--- config.mk ---
export PLATFORM = sky130hd
export DESIGN_NAME = tvi_front
export DESIGN_NICKNAME = d
export VERILOG_FILES = /design/src/hw/rtl/tvi_pkg.sv /design/src/hw/rtl/tvi_front.sv
export SDC_FILE = /design/constraint.sdc
export NUM_CORES = 2
export LEC_CHECK = 0
export BUFFER_PORTS_ARGS = -buffer_cell sky130_fd_sc_hd__buf_4
export CELL_PAD_IN_SITES_DETAIL_PLACEMENT = 0
export CELL_PAD_IN_SITES_GLOBAL_PLACEMENT = 1
export CORE_MARGIN = 4
export CORE_UTILIZATION = 40
export DETAILED_ROUTE_END_ITERATION = 12
export GPL_TIMING_DRIVEN = 0
export PLACE_DENSITY = 0.66
export SYNTH_ARGS = -nofsm -noshare
export SYNTH_HDL_FRONTEND = slang
export SYNTH_SLANG_ARGS = --single-unit
export TNS_END_PERCENT = 100
--- constraint.sdc ---
create_clock -name clock -period 23.2 [get_ports clock]
set_input_delay 4.64 -clock clock [delete_from_list [all_inputs] [get_ports clock]]
set_output_delay 4.64 -clock clock [all_outputs]
set_load 0.02 [all_outputs]
--- src/hw/rtl/tvi_pkg.sv ---
// Shared constants and types for the three-voltmeter impedance meter.
`default_nettype none
package tvi_pkg;
   localparam int RES_W     = 20;   // reference resistance register width
   localparam int THR_W     = 12;   // threshold register width
   localparam int CSR_W     = 20;   // widest register
   localparam int CSR_IDX_W = 1;
   localparam int MAG_OUT_W = 32;
   localparam int COS_OUT_W = 16;
   localparam int RES_OUT_W = 33;

   localparam logic [CSR_IDX_W-1:0] CSR_REFERENCE_RESISTANCE = 1'd0;
   localparam logic [CSR_IDX_W-1:0] CSR_MIN_SIGNAL_MV        = 1'd1;

   localparam logic [MAG_OUT_W-1:0] MAG_MAX = 32'hFFFF_FFFF;

   // classification that rides along with each reading set
   typedef struct packed {
      logic no_signal;
      logic clamp;     // |numerator| >= denominator: cosine saturates
      logic cneg;      // numerator of the cosine is negative
   } tag_type;
endpackage
`default_nettype wire

--- src/hw/rtl/tvi_front.sv ---
// Front end: takes readings, flags no signal, forms products and cosine numerator.
`default_nettype none
module tvi_front #(
   parameter int VOLT_BITS = 12
) (
   input  wire                            clock,
   input  wire                            reset,
   input  wire                            accept,
   input  wire                            stall,
   input  wire [VOLT_BITS-1:0]            total_mv,
   input  wire [VOLT_BITS-1:0]            reference_mv,
   input  wire [VOLT_BITS-1:0]            unknown_mv,
   input  wire [tvi_pkg::RES_W-1:0]       reference_resistance,
   input  wire [tvi_pkg::THR_W-1:0]       min_signal_mv,
   output logic                           push,
   output tvi_pkg::tag_type               tag,
   output logic [2*VOLT_BITS:0]           cmag,
   output logic [2*VOLT_BITS:0]           den,
   output logic [tvi_pkg::RES_W+VOLT_BITS-1:0] prod,
   output logic [VOLT_BITS-1:0]           un
);
   localparam int CW    = (VOLT_BITS > tvi_pkg::THR_W) ? VOLT_BITS : tvi_pkg::THR_W;
   localparam int SQ_W  = 2*VOLT_BITS;
   localparam int NM_W  = 2*VOLT_BITS + 1;
   localparam int MAG_W = tvi_pkg::RES_W + VOLT_BITS;

   logic               valid_ff, valid_in;
   logic               nosig_ff, nosig_in;
   logic [SQ_W-1:0]    pos_ff, pos_in;
   logic [NM_W-1:0]    neg_ff, neg_in;
   logic [NM_W-1:0]    den_ff, den_in;
   logic [MAG_W-1:0]   prod_ff, prod_in;
   logic [VOLT_BITS-1:0] un_ff, un_in;
   logic [NM_W-1:0]    pos_ext;
   logic [SQ_W-1:0]    un_sq, ux_sq;

   always_comb begin
      valid_in = valid_ff;
      nosig_in = nosig_ff;
      pos_in   = pos_ff;
      neg_in   = neg_ff;
      den_in   = den_ff;
      prod_in  = prod_ff;
      un_in    = un_ff;
      un_sq    = reference_mv * reference_mv;
      ux_sq    = unknown_mv * unknown_mv;
      if (!stall) begin
         valid_in = accept;
         nosig_in = (CW'(total_mv) < CW'(min_signal_mv)) ||
                    (CW'(reference_mv) < CW'(min_signal_mv)) ||
                    (CW'(unknown_mv) < CW'(min_signal_mv)) ||
                    (reference_mv == '0) || (unknown_mv == '0);
         pos_in   = total_mv * total_mv;
         neg_in   = NM_W'(un_sq) + NM_W'(ux_sq);
         den_in   = {SQ_W'(reference_mv * unknown_mv), 1'b0};
         prod_in  = reference_resistance * MAG_W'(unknown_mv);
         un_in    = reference_mv;
      end
   end

   always_ff @(posedge clock) begin
      if (reset) begin
         valid_ff <= 1'b0;
      end else begin
         valid_ff <= valid_in;
      end
      nosig_ff <= nosig_in;
      pos_ff   <= pos_in;
      neg_ff   <= neg_in;
      den_ff   <= den_in;
      prod_ff  <= prod_in;
      un_ff    <= un_in;
   end

   // sign-magnitude numerator of the law of cosines
   always_comb begin
      pos_ext       = NM_W'(pos_ff);
      tag.no_signal = nosig_ff;
      tag.cneg      = pos_ext < neg_ff;
      cmag          = tag.cneg ? (neg_ff - pos_ext) : (pos_ext - neg_ff);
      tag.clamp     = cmag >= den_ff;
      push          = valid_ff && !stall;
   end

   assign den  = den_ff;
   assign prod = prod_ff;
   assign un   = un_ff;
endmodule
`default_nettype wire

# After elaboration in Yosys (flattened, before gate mapping)
# Index checks and enable logic that the tools add are counted.
# Widths: inputs -> output; s select.
[word_totals]
reg_bits = 119
input_bits = 72
out_inout_bits = 98
wordCells = 29
[op_classes]
addsub = 3
n_mul = 5
n_lt_le_gt_ge = 5
mux = 1
n_reduce_logical = 8
[ops]
columns = ["op", "count"]
rows = [
  ["$mul 12x12->24", 4],
  ["$lt 12x12->1", 3],
  ["$mul 20x12->32", 1],
  ["$add 24x24->25", 1],
  ["$ge 25x25->1", 1],
  ["$lt 24x25->1", 1],
  ["$mux 25", 1],
  ["$sub 24x25->25", 1],
  ["$sub 25x24->25", 1],
  ["$logic_not 12->1", 2],
  ["$logic_or 1x1->1", 4],
  ["$logic_and 1x1->1", 1],
  ["$logic_not 1->1", 1],
]

# Longest topological paths before layout
[logic_depth]
depth_word = 5
depth_mapped = 26
mapped_depth_nobuf = 24

# Worst setup path before layout
# No wires, ideal clock.
[synth_path]
kind = "input to register"
from = "input unknown_mv[9]"
to = "register neg_ff[21] (data pin)"
setup_time_ps = 259
t_arrival_ps = 10719
required_ps = 22941
path_slack_ps = 12222
stages = 21
n_path_buf = 2
cell_sequence = "clkbuf_1 buf_1 nand2_1 fa_1 fa_1 fa_1 inv_1 fa_1 fa_1 fa_1 fa_1 ha_1 a2111oi_0 o21ai_0 nand3_1 a21oi_1 or4_1 a41oi_1 o21bai_1 a21oi_1 xnor2_1"
[synth_via]
elab_chain_cells = 2
[synth_rtl]
columns = ["element", "line_no", "rtl"]
rows = [
  ["from (decl)", "tvi_front.sv:12", "input wire [VOLT_BITS-1:0] unknown_mv,"],
  ["$mul 12x12->24", "tvi_front.sv:46", "ux_sq = unknown_mv * unknown_mv;"],
  ["$add 24x24->25", "tvi_front.sv:54", "neg_in = NM_W'(un_sq) + NM_W'(ux_sq);"],
  ["to (signal assigned)", "tvi_front.sv:69", "neg_ff <= neg_in;"],
  ["to (decl)", "tvi_front.sv:30", "logic [NM_W-1:0] neg_ff, neg_in;"],
]
# No other way between the ends.
# A chain may end at the register's enable or synchronous reset.

# Final worst setup path
[layout_path]
from = "input unknown_mv[7]"
to = "register neg_ff[21] (data pin)"
# Same word-level chain as after synthesis.

==> out/results.txt <==
status -> finished, final reports clean
final setup fails -> 0
cell area after synthesis -> 30800 um^2
Layout Skew -> 0 ns
critical path capture point type -> flip-flop
first-pass GRT wire length -> 139000 um
Post-synth EDFFs -> 116
worst endpoint data arrival time -> 12.67 ns
FILL cells -> 7655
root buf cell -> clkbuf_16
hold_sp -> valid_ff
total number of vias -> 22565
total setup buffers inserted after CTS -> 0
setup_tns -> 0 ns
IO Count -> 170
CP Launch Point -> unknown_mv[7]
synth warn -> 0
worst-path maximum fanout -> 10
Max Transition Viols Final -> 0
#FFs+latches synth -> 117
P&R area growth vs syn -> 10.3%
# resized after CTS -> 0
commonest non-fill, non-tap cell in the layout -> inv_1
vias per inst -> 4.93
number of CTS-inserted buffers -> 17
Residual DRC -> 0
vias in the first global route -> 23879
Starting Density -> 40.5%
nets@finish -> 4570
Clk Latency, worst-skew pair -> 0.48 ns
Seq. cell area -> 3500 um^2
Die Y -> 285 um
Synth Flop Type -> edfxtp_1
Clock Sinks -> 117
r2r startpoint -> valid_ff
Worst Hold Class -> flip-flop to flip-flop
Post-Route WL -> 87900 um
largest net degree at the start of global routing -> 85
Startpoint Class -> input pin
Antenna Nets Post-Route -> 0
CTS tree -> done
core area -> 76100 um^2
initial DRC count -> 1304
Max Freq -> 0.0803 GHz
max_slew headroom -> 22.4%
Post-Syn Nets -> 4382
CP Data Required Time -> 23.42 ns
DIE AREA -> 81500 um^2
PortBufs -> 168
most frequent cells in the layout -> 762 x inv_1, 558 x fa_1, 410 x nand2_1, 405 x ha_1, 214 x and2_1
gpl congestion -> 0.878
Max H-tree Level -> 4
syn_area_per_cell -> 9.20 um^2
Distinct cells, synth -> 69
hold buffer count at CTS -> 0
clk buf depth -> 2
clk slew on worst S/H paths -> 0.06 ns
footprint of the multi-input gates -> 23900 um^2
RSZ-0062 raised after global routing -> false
fin crit period -> 12.45 ns
drt first pass iters -> 6
Global Route Usage Sum -> 22.5%
ys async rst share -> 0%
WL/cell -> 19.2 um
initial antenna violation count -> 6
max cap viols -> 0
fin crit share -> 53.7%
Die W -> 285 um
worst-margin pin slew -> 1.16 ns
endpoints failing hold -> 0
Setup Crit Path Kind -> input pin to flip-flop
register area share after synthesis -> 11.4%
Post-DP HPWL -> 73200 um
share of post-route cells with drive strength above 1 -> 6.31%
num rows -> 101
Gate Count Post-Synth -> 3347
GRT overflow -> 0
[cells in the mapped netlist, drive strengths merged (12+ instances only)]
cell type / instances / area (um^2)
nand4: 18 / 113
nand2: 410 / 1540
nor2b: 27 / 169
fa: 558 / 11200
and2: 214 / 1340
nor3: 22 / 115
nand2b: 23 / 144
xor2: 37 / 324
xnor2: 86 / 753
a21o: 59 / 443
buf: 12 / 68.8
nor2: 96 / 360
o21ai: 77 / 385
edfxtp: 116 / 3480
o21a: 17 / 128
ha: 405 / 5070
nand3: 16 / 80.1
inv: 763 / 2860
a21oi: 126 / 638
clkbuf: 127 / 479
o21bai: 19 / 143
[flip-flops by register name, indices dropped and copies added, names as in the netlist]
name	count
prod	32
neg_ff	24
nosig_ff	1
valid_ff	1
un	12
pos_ff	23
den	24
[worst paths after layout]
check | depth (start not counted) | end | slack [ns]
worst max register to register | 2 | valid_ff | 22.62
worst min-delay path | 2 | valid_ff | 0.49
worst max-delay path | 24 | neg_ff[21] | 10.75
worst min register to register | 2 | valid_ff | 0.49
[critical path, cell delays in order]
cell and delay [ns]:
buf_4 0.14, clkbuf_1 0.71, clkbuf_1 0.71, nand2_1 0.22
inv_1 0.13, fa_1 0.41, inv_1 0.09, fa_1 0.45
fa_1 0.55, inv_1 0.05, fa_1 0.50, fa_1 0.46
fa_1 0.52, fa_1 0.42, ha_1 0.34, a2111oi_0 0.36
o21ai_0 0.30, nand3_1 0.24, a21oi_1 0.11, or4_1 0.48
a41oi_1 0.43, o21bai_1 0.11, a21oi_1 0.18, xnor2_1 0.08
[layout make-up]
type | count | area share (%)
well taps | 1030 | 3.79
repair buffers | 169 | 3.79
clock inverters | 15 | 0.475
plain buffers | 139 | 1.61
flip-flops and latches | 117 | 10.3
diodes | 2 | 0.0147
inverters | 765 | 8.47
clock buffers | 17 | 1.25
multi-input cells | 2326 | 70.3
[layer usage]
metal / track usage [%] / share of wire [%] / routed length [um]
met1: 32.5 / 47 / 41100
met2: 35.9 / 45 / 39900
met3: 3.74 / 6.3 / 5570
met4: 4.45 / 1.5 / 1300
met5: 0 / 0 / 0
[kinds of logic after synthesis]
| kind of cell | share of synthesized area (%) |
|---|---|
| multiplexers | 0.333 |
| other | 0.0122 |
| buffers and inverters | 11.1 |
| XOR/XNOR | 3.50 |
| AO/OA/AOI/OAI | 7.59 |
| adder cells (fa/ha/maj) | 52.7 |
| AND/OR/NAND/NOR | 13.4 |
| flip-flops | 11.4 |
[through the flow]
| step | setup slack [ns] | instance area, um^2 | utilization, % | hold WS, ns | std cells |
|---|---|---|---|---|---|
| finish | 10.75 | 34000 | 44.7 | 0.488 | 4580 |
| global placement | 10.30 | 33300 | 43.8 | 0.469 | 4545 |
| CTS | 10.93 | 34000 | 44.6 | 0.499 | 4578 |
| global route | 10.41 | 34000 | 44.6 | 0.561 | 4579 |
| detailed placement | 10.43 | 33400 | 43.9 | 0.484 | 4546 |
| floorplan | 12.22 | 30800 | - | 0.455 | 3347 |
Power is not shown: default switching activity piles up to over one toggle a cycle in this logic, so the estimate is an artifact.
