$ cat config.mk
export PLATFORM = sky130hd
export DESIGN_NAME = tvi_queue
export DESIGN_NICKNAME = d
export VERILOG_FILES = /design/src/hw/rtl/tvi_queue.sv
export SDC_FILE = /design/constraint.sdc
export NUM_CORES = 1
export LEC_CHECK = 0
export BUFFER_PORTS_ARGS = -buffer_cell sky130_fd_sc_hd__buf_4
export CAP_MARGIN = 20
export CORE_MARGIN = 2
export CORE_UTILIZATION = 30
export DETAILED_ROUTE_END_ITERATION = 8
export HOLD_SLACK_MARGIN = 0.15
export PLACE_DENSITY = 0.55
export SYNTH_ARGS = -nofsm -noshare
export SYNTH_HDL_FRONTEND = slang
export SYNTH_SLANG_ARGS = --single-unit
$ cat constraint.sdc
create_clock -name clock -period 1.87 [get_ports clock]
set_input_delay 0.187 -clock clock [delete_from_list [all_inputs] [get_ports clock]]
set_output_delay 0.187 -clock clock [all_outputs]
set_load 0.02 [all_outputs]
$ cat src/hw/rtl/tvi_queue.sv
// Two-entry queue between front and back end.
`default_nettype none
module tvi_queue #(
   parameter int DATA_W = 8
) (
   input  wire               clock,
   input  wire               reset,
   input  wire               push,
   input  wire [DATA_W-1:0]  push_data,
   output logic              full,
   output logic              pop,
   output logic [DATA_W-1:0] pop_data
);
   logic [DATA_W-1:0] entry_ff [2];
   logic              wr_ptr_ff, rd_ptr_ff;
   logic [1:0]        count_ff, count_in;

   // back end never stalls, so pop whenever something is held
   assign pop      = count_ff != 2'd0;
   assign full     = count_ff == 2'd2;
   assign pop_data = entry_ff[rd_ptr_ff];

   always_comb begin
      count_in = count_ff;
      if (push && !pop) count_in = count_ff + 2'd1;
      else if (!push && pop) count_in = count_ff - 2'd1;
   end

   always_ff @(posedge clock) begin
      if (reset) begin
         wr_ptr_ff <= 1'b0;
         rd_ptr_ff <= 1'b0;
         count_ff  <= 2'd0;
      end else begin
         count_ff <= count_in;
         if (push) wr_ptr_ff <= !wr_ptr_ff;
         if (pop) rd_ptr_ff <= !rd_ptr_ff;
      end
      if (push) entry_ff[wr_ptr_ff] <= push_data;
   end
endmodule
`default_nettype wire

# Yosys cells after proc, flatten, opt, wreduce, memory -nomap -nowiden
# Memories as Yosys holds them, arrays and structs flattened. A register that Yosys moved wholly into a read port is not among the register bits.
# Cells that the tools add are included.
# W data, S select, Z words.
dict set report classes {
  add_sub_neg 2
  eq_ne 1
  mux 6
  n_reduce_logical 8
}
# op n
set ops {}
lappend ops {{$logic_not A1 Y1} 4}
lappend ops {{$mux W1} 4}
lappend ops {{$mux W2} 2}
lappend ops {{$reduce_bool A2 Y1} 2}
lappend ops {{$add A2 B1 Y2 const B} 1}
lappend ops {{$eq A2 B2 Y1 const B} 1}
lappend ops {{$logic_and A1 B1 Y1} 2}
lappend ops {{$sub A2 B1 Y2 const B} 1}
dict set report word_totals {
  regBits 4
  mem_bits_rw 16
  in_bits 11
  out_inout_bits 10
  wordCells 21
  mem_count 1
}
# memory words word_bits rd rd_clocked_by_memory_dff write_ports line_no
set mem_list {}
lappend mem_list {entry_ff 2 8 1 1 1 14} ;# logic [DATA_W-1:0] entry_ff [2];

# Logic depth before layout (Yosys ltp)
# Gate-level depths: netlist of the first run.
dict set report depth {
  depth_word 4
  mapped_depth 5
  depth_no_buf 5
}

# Least setup slack after synthesis of the first run
# OpenSTA, ideal clock, no wires.
dict set report synth_timing {
  kind {reg-to-reg}
  startpoint {register count_ff[0]}
  endpoint {register count_ff[1]}
  setup_ps 70
  arrival_time_ps 1277
  required_ps 1800
  path_slack_ps 524
  stages_incl_launch_ff 5
  path_buffers 0
  synth_period_minus_slack_ps 1346
  cell_sequence {dfxtp_1 nor2_1 ha_1 or3_1 a21oi_1}
}
dict set report synth_between {
  elab_chain_len 4
  elab_cells_between_ends 9
  classes_between {2 x add/sub; 2 x mux; 5 x reduce/logical}
}
# element line_no
set synth_lines {}
lappend synth_lines {{start, declared} 16} ;# logic [1:0] count_ff, count_in;
lappend synth_lines {{start signal, assigned} 35} ;# count_ff <= count_in;
lappend synth_lines {{parallel branches: the longest is 4 deep, another holds $sub A2 B1 Y2} --}
# Several ways; the timed one is not identified. The select of a mux whose other input is x is not followed.
# A chain may end at the register's enable or synchronous reset.

==> results.json, run 1 <==
{
  "status": "complete, no violations",
  "cts_tree": "built",
  "instances_no_fill": 111,
  "yosysSeqAreaShare_pct": 74.1,
  "drv_cap": 0,
  "initial_core_util_pct": 31.6,
  "gp_congestion": 0.605,
  "endpoint_kind": "output pin",
  "postCtsHoldBufs": 10,
  "drv_slew": 0,
  "pin_count": 21,
  "row_count": 18,
  "gr-total-overflow": 0,
  "post_synth.cell_area_avg_sq_um": 16.7,
  "yosysUniqueCellTypes": 15,
  "wl_met1_um": 608,
  "num_antenna_cells": 0,
  "clock_path_buffers": 2,
  "cp-start-kind": "register",
  "portBuffers": 20,
  "dr.pass1.iters": 2,
  "vias": 464,
  "syn-num-nets": 59,
  "final.setup.tns_ns": 0,
  "p_int_uw": 916,
  "power_density_mw_per_mm2": 1230,
  "die_h_um": 55.1,
  "clock_power_share_pct": 15.4,
  "syn_to_final_growth_pct": 40.4,
  "yosysWarnings": 0,
  "critPathArrivalTime_ns": 1.42,
  "synth_ff_type": "edfxtp_1",
  "wl_met3_um": 91,
  "grt_pass1_wl_um": 1730,
  "switching_share_pct": 32.2,
  "yosysTopAreaCell": "edfxtp_1",
  "hpwl_um": 839,
  "power.switching_uw": 435,
  "max-vdd-ir-drop_uv": 699,
  "grt_util_all_layers_pct": 8.67,
  "period_minus_slack_ns": 1.60,
  "hold_slack_ns": 0.517,
  "synth-async-reset-ratio_pct": 0,
  "fill_cells": 245,
  "p_seq_share_pct": 47.0,
  "ys_top_cells_by_area": "edfxtp_1, dfxtp_1, mux2_2, xor2_1, nor2_1",
  "fmax_mhz": 623,
  "viasPerCell": 4.18,
  "routed_wl_um": 1250,
  "synth_edf_count": 16,
  "clock_latency_ns": 0.29,
  "finClkSkew_ns": 0.00235,
  "path_clk_slew_ns": 0.11,
  "power_frac_comb_pct": 37.6,
  "fin_crit_sh_pct": 85.8,
  "timing.final.hold_violations": 0,
  "root_buffer": "clkbuf_4",
  "dp.cells": 97,
  "ys_top_cells_by_count": "edfxtp_1, mux2_2, dfxtp_1, nor2_1, xor2_1",
  "drc": 0,
  "synth_top_area_share_pct": 61.3,
  "highest_layer": "met3",
  "core_sq_mm": 0.00248,
  "rsz0062_at_grt": "false",
  "cellLeakagePower_nw": 0.437,
  "grt_pass1_vias": 410,
  "critical_path_class": "register to output pin",
  "avgRoutedWirePerCell_um": 11.3,
  "cts_buffers": 3,
  "post_cts_buffers": 0,
  "cp_max_fo": 8,
  "dieArea_sq_mm": 0.00304,
  "ant_nets": 0,
  "yosysMostFrequentCell": "edfxtp_1",
  "cts.repair.resized": 0,
  "htree_levels": 1,
  "antenna_found_initial": 0,
  "drive_above_1_share_pct": 40.7,
  "synth.cell_area_sq_um": 783,
  "total_power_mw": 1.35,
  "hp-class": "register to register",
  "drt-initial-drc-count": 1,
  "relSlewSlack_pct": 73.7,
  "synthCells": 47,
  "cts.sinks": 21,
  "design.final.nets": 94,
  "worst_pin_slew_ns": 0.395,
  "die_x_um": 55.1,
  "critPathRequiredTime_ns": 1.68,
  "final-setup-viol-count": 0,
  "grt_max_degree": 12,
  "routed-wl-met2_um": 551,
  "ys_ff_latch": 21
}
-- area by class of cell --
type                       instances  area (sq um)  area share [%]
clock buffer                       4          26.3            2.39
inverter                           1          3.75           0.341
multi-input combinational         24           194            17.6
sequential                        21           581            52.8
tap                               30          37.5            3.41
timing repair buffer              31           258            23.4
-- cell usage in the layout, fill, tap and decap left out, types with 3 or more instances in the layout --
cell type	count
mux2_2	8
nor2_1	5
edfxtp_1	16
xor2_1	3
dfxtp_1	5
buf_4	21
dlygate4sd3_1	10
clkbuf_4	3
-- cell families (layout without fill, tap and decap cells) --
family | after synthesis | count (layout) | synth area share, %
AOI/OAI and AO/OA | 2 | 2 | 1.28
xor gates and xnor gates | 4 | 4 | 4.47
adders and majority gates | 1 | 1 | 1.60
buffers and inverters | 2 | 36 | 1.12
DFF | 21 | 21 | 74.1
muxes | 8 | 8 | 11.5
and+or+nand+nor | 9 | 9 | 5.91
-- per-stage QoR --
step / utilization, % / cell area [sq um] / setup slack (ns)
2_1_floorplan: - / 783 / 0.524
3_3_place_gp: 39.3 / 973 / 0.486
3_5_place_dp: 39.3 / 973 / 0.422
4_1_cts: 44.4 / 1100 / 0.218
5_1_grt: 44.4 / 1100 / 0.178
6_report: 44.4 / 1100 / 0.266
-- power groups by stage --
stage | clock network [mW] | logic (mW) | registers (mW)
finish | 0.208 | 0.508 | 0.635
global route | 0.242 | 0.555 | 0.643
global placement | 0 | 0.482 | 0.644
floorplan | 0 | 0.355 | 0.608
CTS | 0.225 | 0.511 | 0.638
detailed placement | 0 | 0.491 | 0.648
-- sequential cells by signal, summed over array words and instances, names as in the netlist, named ones only --
signal	cells
count_ff	2
entry_ff	16
wr_ptr_ff	1
rd_ptr_ff	1
-- path summary, 6_finish.rpt --
kind / slack, ns / cells past startpoint / endpoint / start
setup reg to reg: 0.38 / 4 / count_ff[1]$_SDFFE_PP0P_ / count_ff[0]$_SDFFE_PP0P_
hold / removal: 0.52 / 2 / count_ff[1]$_SDFFE_PP0P_ / count_ff[1]$_SDFFE_PP0P_
setup / recovery: 0.27 / 2 / pop_data[7] / register
hold reg to reg: 0.52 / 2 / count_ff[1]$_SDFFE_PP0P_ / count_ff[1]$_SDFFE_PP0P_
-- routing by layer --
layer	vias to the layer above	global-route usage (%)
met3	0	2.96
met2	16	13.3
met5	-	0
li1	236	-
met4	0	6.10
met1	212	10.1
-- critical path: stages (launching register included) --
cell and delay [ns]:
dfxtp_1 0.57, mux2_2 0.39, buf_4 0.16
Note: power is estimated with default switching activity, not from simulation.
==> run 2: changes to the inputs <==
--- a/config.mk
+++ b/config.mk
@@ -5,6 +5,7 @@
 export SDC_FILE = /design/constraint.sdc
 export NUM_CORES = 1
 export LEC_CHECK = 0
+export ABC_AREA = 1
 export BUFFER_PORTS_ARGS = -buffer_cell sky130_fd_sc_hd__buf_4
 export CAP_MARGIN = 20
 export CORE_MARGIN = 2
==> run 2 against run 1 <==
Clock power barely moved. Critical path depth is the same. Clock skew up 0.0034 ns. Sequential share of layout area fell by 0.83 points. Flip-flop and latch count unchanged. Setup slack better by 0.010 ns. Largest power group unchanged. Highest routed layer unchanged.
==> results.json, run 2 <==
{
  "core_sq_mm": 0.00252,
  "layout_setup_ws_ns": 0.276,
  "synth_top_area_share_pct": 59.4,
  "critPathMaxStageDelay_ns": 0.56,
  "avgRoutedWirePerCell_um": 10.7,
  "design.final.nets": 104,
  "hp-class": "input pin to register",
  "layout_common_cells": "buf_4, edfxtp_1, dlygate4sd3_1",
  "top_regs": "entry_ff x16, count_ff x2",
  "worst_pin_slew_ns": 0.376,
  "critPathRequiredTime_ns": 1.68,
  "endpoint_kind": "output pin",
  "final.setup.tns_ns": 0,
  "cp_max_fo": 8,
  "fmax_mhz": 628,
  "drive_above_1_share_pct": 41.8,
  "syn-num-nets": 70,
  "row_count": 18,
  "pre_cts_slack_ns": 0.607,
  "critPathArrivalTime_ns": 1.41,
  "synth.cell_area_sq_um": 810,
  "vias": 519,
  "critical_path_class": "register to output pin",
  "dp.cells": 108,
  "yosysWarnings": 0,
  "final-setup-viol-count": 0,
  "grt_pass1_wl_um": 2170,
  "clock_power_share_pct": 15.7,
  "pin_count": 21,
  "slowest_stage": "dfxtp_1",
  "final_common_cell": "buf_4",
  "crit_chain": "mux2_2, buf_4",
  "synth_edf_count": 16,
  "portBuffers": 20,
  "largest_reg_flops": 16,
  "antenna_found_initial": 0,
  "gr-total-overflow": 0,
  "worst-path-buf-inv": 1,
  "viasPerCell": 4.29,
  "die_h_um": 55.9,
  "timing.final.hold_violations": 0,
  "rsz0062_at_grt": "false",
  "hpwl_um": 929,
  "synth_ff_type": "edfxtp_1",
  "yosysTopAreaCell": "edfxtp_1",
  "instances_no_fill": 121,
  "drv_cap": 0,
  "drt-initial-drc-count": 6,
  "ant_nets": 0,
  "ys_ff_latch": 21,
  "drv_slew": 0,
  "dr.pass1.iters": 3,
  "cp-start-kind": "register",
  "die_x_um": 55.9,
  "regMostFlops": "entry_ff",
  "relSlewSlack_pct": 74.9,
  "grt_pass1_vias": 501,
  "synthCells": 58,
  "cts_buffers": 3,
  "max-vdd-ir-drop_uv": 610,
  "dieArea_sq_mm": 0.00313,
  "utilization_pct": 44.3,
  "yosysMostFrequentCell": "edfxtp_1",
  "path_clk_slew_ns": 0.11,
  "period_minus_slack_ns": 1.59,
  "post_cts_buffers": 0,
  "grt_max_degree": 13,
  "clock_path_buffers": 2,
  "gp_congestion": 0.665,
  "ys_top_cells_by_count": "edfxtp_1, mux2_2, inv_1",
  "routed_wl_um": 1290,
  "switching_share_pct": 33.5,
  "initial_core_util_pct": 32.1,
  "cellLeakagePower_nw": 0.466,
  "drc": 0,
  "yosysSeqAreaShare_pct": 71.7,
  "root_buffer": "clkbuf_4",
  "p_seq_share_pct": 48.0,
  "status": "complete, no violations",
  "grt_util_all_layers_pct": 9.05,
  "post_synth.cell_area_avg_sq_um": 14.0,
  "yosysUniqueCellTypes": 17,
  "power.switching_uw": 442,
  "fin_crit_sh_pct": 85.2,
  "cts_tree": "built",
  "cpLargestDelayFamily": "flip-flops",
  "finClkSkew_ns": 0.00572,
  "cts.sinks": 21,
  "power_frac_comb_pct": 36.3,
  "htree_levels": 1,
  "syn_to_final_growth_pct": 38.0,
  "total_power_mw": 1.32,
  "num_antenna_cells": 0,
  "clock_latency_ns": 0.29,
  "power_density_mw_per_mm2": 1180,
  "ys_top_cells_by_area": "edfxtp_1, dfxtp_1, mux2_2, inv_1, a21oi_1",
  "p_int_uw": 876,
  "synth-async-reset-ratio_pct": 0
}
==> run 2: cell count changes after synthesis, sizes merged, moves of 2 or more <==
cell	before	now
inv	1	9
a21oi	1	3
xor2	3	0
nand2	0	5
==> run 2: worst paths after layout <==
check / start / to / slack (ns) / cells after the start
max reg2reg: count_ff[0]$_SDFFE_PP0P_ / count_ff[1]$_SDFFE_PP0P_ / 0.66 / 7
min reg2reg: rd_ptr_ff$_SDFFE_PP0P_ / rd_ptr_ff$_SDFFE_PP0P_ / 0.48 / 1
max: register / pop_data[4] / 0.28 / 2
min: push / wr_ptr_ff$_SDFFE_PP0P_ / 0.19 / 3
==> run 2: layout make-up <==
cell class / count / area (sq um)
tap: 30 / 37.5
timing repair buffer: 30 / 248
clock buffer: 3 / 22.5
sequential: 21 / 581
inverter: 9 / 33.8
multi-input combinational: 27 / 190
fill: 256 / 1410
clock inverter: 1 / 5.00
==> run 2: worst min-delay path: cells and delay by family <==
family                 cells  cell delay [ns]
AND/OR/NAND/NOR            2             0.13
buffers and inverters      1             0.12
==> run 2: logic make-up after synthesis <==
| family | count (synthesis) | share of synthesized area (%) |
|---|---|---|
| simple gates | 13 | 7.26 |
| compound gates | 5 | 3.55 |
| fa+ha+maj | 1 | 1.55 |
| flops | 21 | 71.7 |
| buf+inv | 10 | 4.79 |
| mux | 8 | 11.1 |
==> run 2: power groups by stage <==
stage,logic (mW),registers (mW),clock network [mW]
2_1_floorplan,0.339,0.607,0
3_3_place_gp,0.458,0.643,0
3_5_place_dp,0.467,0.645,0
4_1_cts,0.484,0.635,0.217
5_1_grt,0.522,0.645,0.236
6_report,0.478,0.633,0.207
==> run 2: layer usage <==
layer / GRT usage, % / vias to the layer above / wire length [um]
met4: 4.08 / 0 / 0
met3: 2.33 / 0 / 75
li1: - / 263 / -
met5: 0 / - / 0
met1: 11.1 / 243 / 569
met2: 15.0 / 13 / 645
==> run 2: metrics by stage <==
stage / hold slack (ns) / cell area [sq um]
finish: 0.187 / 1120
global route: 0.190 / 1120
CTS: 0.177 / 1120
detailed placement: 0.370 / 1000
global placement: 0.366 / 1000
floorplan: 0.266 / 810
==> run 2: what timing repair did <==
item                                   in CTS  in global routing
hold buffers                                9                  0
gates resized for setup                     0                  0
endpoints found under the hold margin      17                  0
==> run 3: changes to the inputs <==
--- a/config.mk
+++ b/config.mk
@@ -13,6 +13,7 @@
 export DETAILED_ROUTE_END_ITERATION = 8
 export HOLD_SLACK_MARGIN = 0.15
 export PLACE_DENSITY = 0.55
+export RECOVER_POWER = 100
 export SYNTH_ARGS = -nofsm -noshare
 export SYNTH_HDL_FRONTEND = slang
 export SYNTH_SLANG_ARGS = --single-unit
==> run 3 against run 2 <==
Total power fell by 5.1%. Sequential share of layout area rose by 2.1 points. Clock skew fell by 0.00055 ns. Routed wire length rose by 0.54%. Die area did not move. Clock-buffer cell count did not move. Fmax rose by 0.32%. Cell count did not move. Clock power barely moved. Core utilization fell by 1.7 points. Highest routed layer unchanged.
==> results.json, run 3 (synthesis results as in run 2) <==
{
  "status": "complete, no violations",
  "fmax_mhz": 630,
  "post_dp_cell_area_sq_um": 1000,
  "htree_levels": 1,
  "worst_pin_slew_ns": 0.462,
  "vias": 520,
  "worstReg2RegEnd": "count_ff[1]$_SDFFE_PP0P_",
  "critical_path_class": "register to output pin",
  "antenna_found_initial": 0,
  "routed_wl_um": 1300,
  "cp_max_fo": 8,
  "critPathRequiredTime_ns": 1.68,
  "hold_depth": 3,
  "avgRoutedWirePerCell_um": 10.7,
  "cellLeakagePower_nw": 0.428,
  "critPathArrivalTime_ns": 1.40,
  "cts.sinks": 21,
  "initial_core_util_pct": 32.1,
  "r2r-start": "count_ff[0]$_SDFFE_PP0P_",
  "r2r_cells": 7,
  "gr-total-overflow": 0,
  "relSlewSlack_pct": 69.2,
  "drv_cap": 0,
  "layout_common_cells": "edfxtp_1, clkbuf_4, clkbuf_1",
  "final.setup.tns_ns": 0,
  "timing.final.hold_violations": 0,
  "largest_reg_flops": 16,
  "fin_crit_sh_pct": 84.9,
  "root_buffer": "clkbuf_4",
  "die_x_um": 55.9,
  "regMostFlops": "entry_ff",
  "path_clk_slew_ns": 0.11,
  "dieArea_sq_mm": 0.00313,
  "final_common_cell": "edfxtp_1",
  "hpwl_um": 929,
  "post_cts_buffers": 0,
  "ant_nets": 0,
  "viasPerCell": 4.30,
  "hp-class": "input pin to register",
  "drive_above_1_share_pct": 26.4,
  "design.final.nets": 104,
  "dr.pass1.iters": 4,
  "top_regs": "entry_ff x16, count_ff x2",
  "grt_pass1_vias": 501,
  "cts_tree": "built",
  "rsz0062_at_grt": "false",
  "grt_util_all_layers_pct": 9.05,
  "period_minus_slack_ns": 1.59,
  "num_antenna_cells": 0,
  "reg2reg_slack_ns": 0.66,
  "max-vdd-ir-drop_uv": 592,
  "power_density_mw_per_mm2": 1160,
  "finClkSkew_ns": 0.00516,
  "cp-start-kind": "register",
  "drc": 0,
  "final-setup-viol-count": 0,
  "clock_path_buffers": 2,
  "gp_congestion": 0.665,
  "instances_no_fill": 121,
  "total_power_mw": 1.25,
  "grt_max_degree": 13,
  "fin_area_sq_mm": 0.00107,
  "die_h_um": 55.9,
  "drv_slew": 0,
  "clock_latency_ns": 0.29,
  "portBuffers": 20,
  "dp.cells": 108,
  "whs_endpoint": "wr_ptr_ff$_SDFFE_PP0P_",
  "drt-initial-drc-count": 9,
  "syn_to_final_growth_pct": 32.6,
  "cts_buffers": 3,
  "pin_count": 21,
  "holdCritStartpoint": "push",
  "hold_slack_ns": 0.187,
  "row_count": 18,
  "grt_pass1_wl_um": 2170,
  "core_sq_mm": 0.00252,
  "endpoint_kind": "output pin"
}
-- run 3: per-stage QoR --
stage,setup slack [ns],utilization [%]
after CTS,0.249,44.3
final,0.282,42.6
after floorplan,0.768,-
after global placement,0.599,39.6
after detailed placement,0.607,39.6
after global routing,0.173,42.6
-- run 3: layer usage --
metal  global-route usage (%)  vias to the layer above  share of wire, %
li1                         -                      263                 -
met1                     11.1                      244                45
met2                     15.0                       13                49
met3                     2.33                        0               6.1
met4                     4.08                        0                 0
met5                        0                        -                 0
-- run 3: area by class of cell --
cell class / instances / area [sq um]
clock buffer: 3 / 22.5
fill: 262 / 1450
timing repair buffer: 30 / 210
clock inverter: 1 / 5.00
tap: 30 / 37.5
inverter: 9 / 33.8
sequential: 21 / 581
multi-input combinational: 27 / 184
-- run 3: critical path: stages (launching register included) --
cell,delay [ns]
dfxtp_1,0.56
mux2_2,0.38
clkbuf_1,0.17
-- run 3: power breakdown --
group	leakage, nW	switching, mW	internal, mW
registers	0.192	0.0637	0.564
clock network	0.0177	0.127	0.0795
logic	0.219	0.238	0.179
-- run 3: what timing repair did --
action / in CTS / in global routing
endpoints found under the setup margin: 0 / 0
resized for setup: 0 / 0
endpoints found under the hold margin: 17 / 0
hold buffers: 9 / 0
-- run 3: worst max-delay path by stage --
stage                     cells past startpoint                  endpoint                     start  slack [ns]
after floorplan                               7  count_ff[1]$_SDFFE_PP0P_  count_ff[0]$_SDFFE_PP0P_        0.77
after global placement                        2               pop_data[4]                  register        0.60
after detailed placement                      2               pop_data[4]                  register        0.61
after CTS                                     2               pop_data[4]                  register        0.25
after global routing                          2               pop_data[5]                  register        0.17
final                                         2               pop_data[5]                  register        0.28
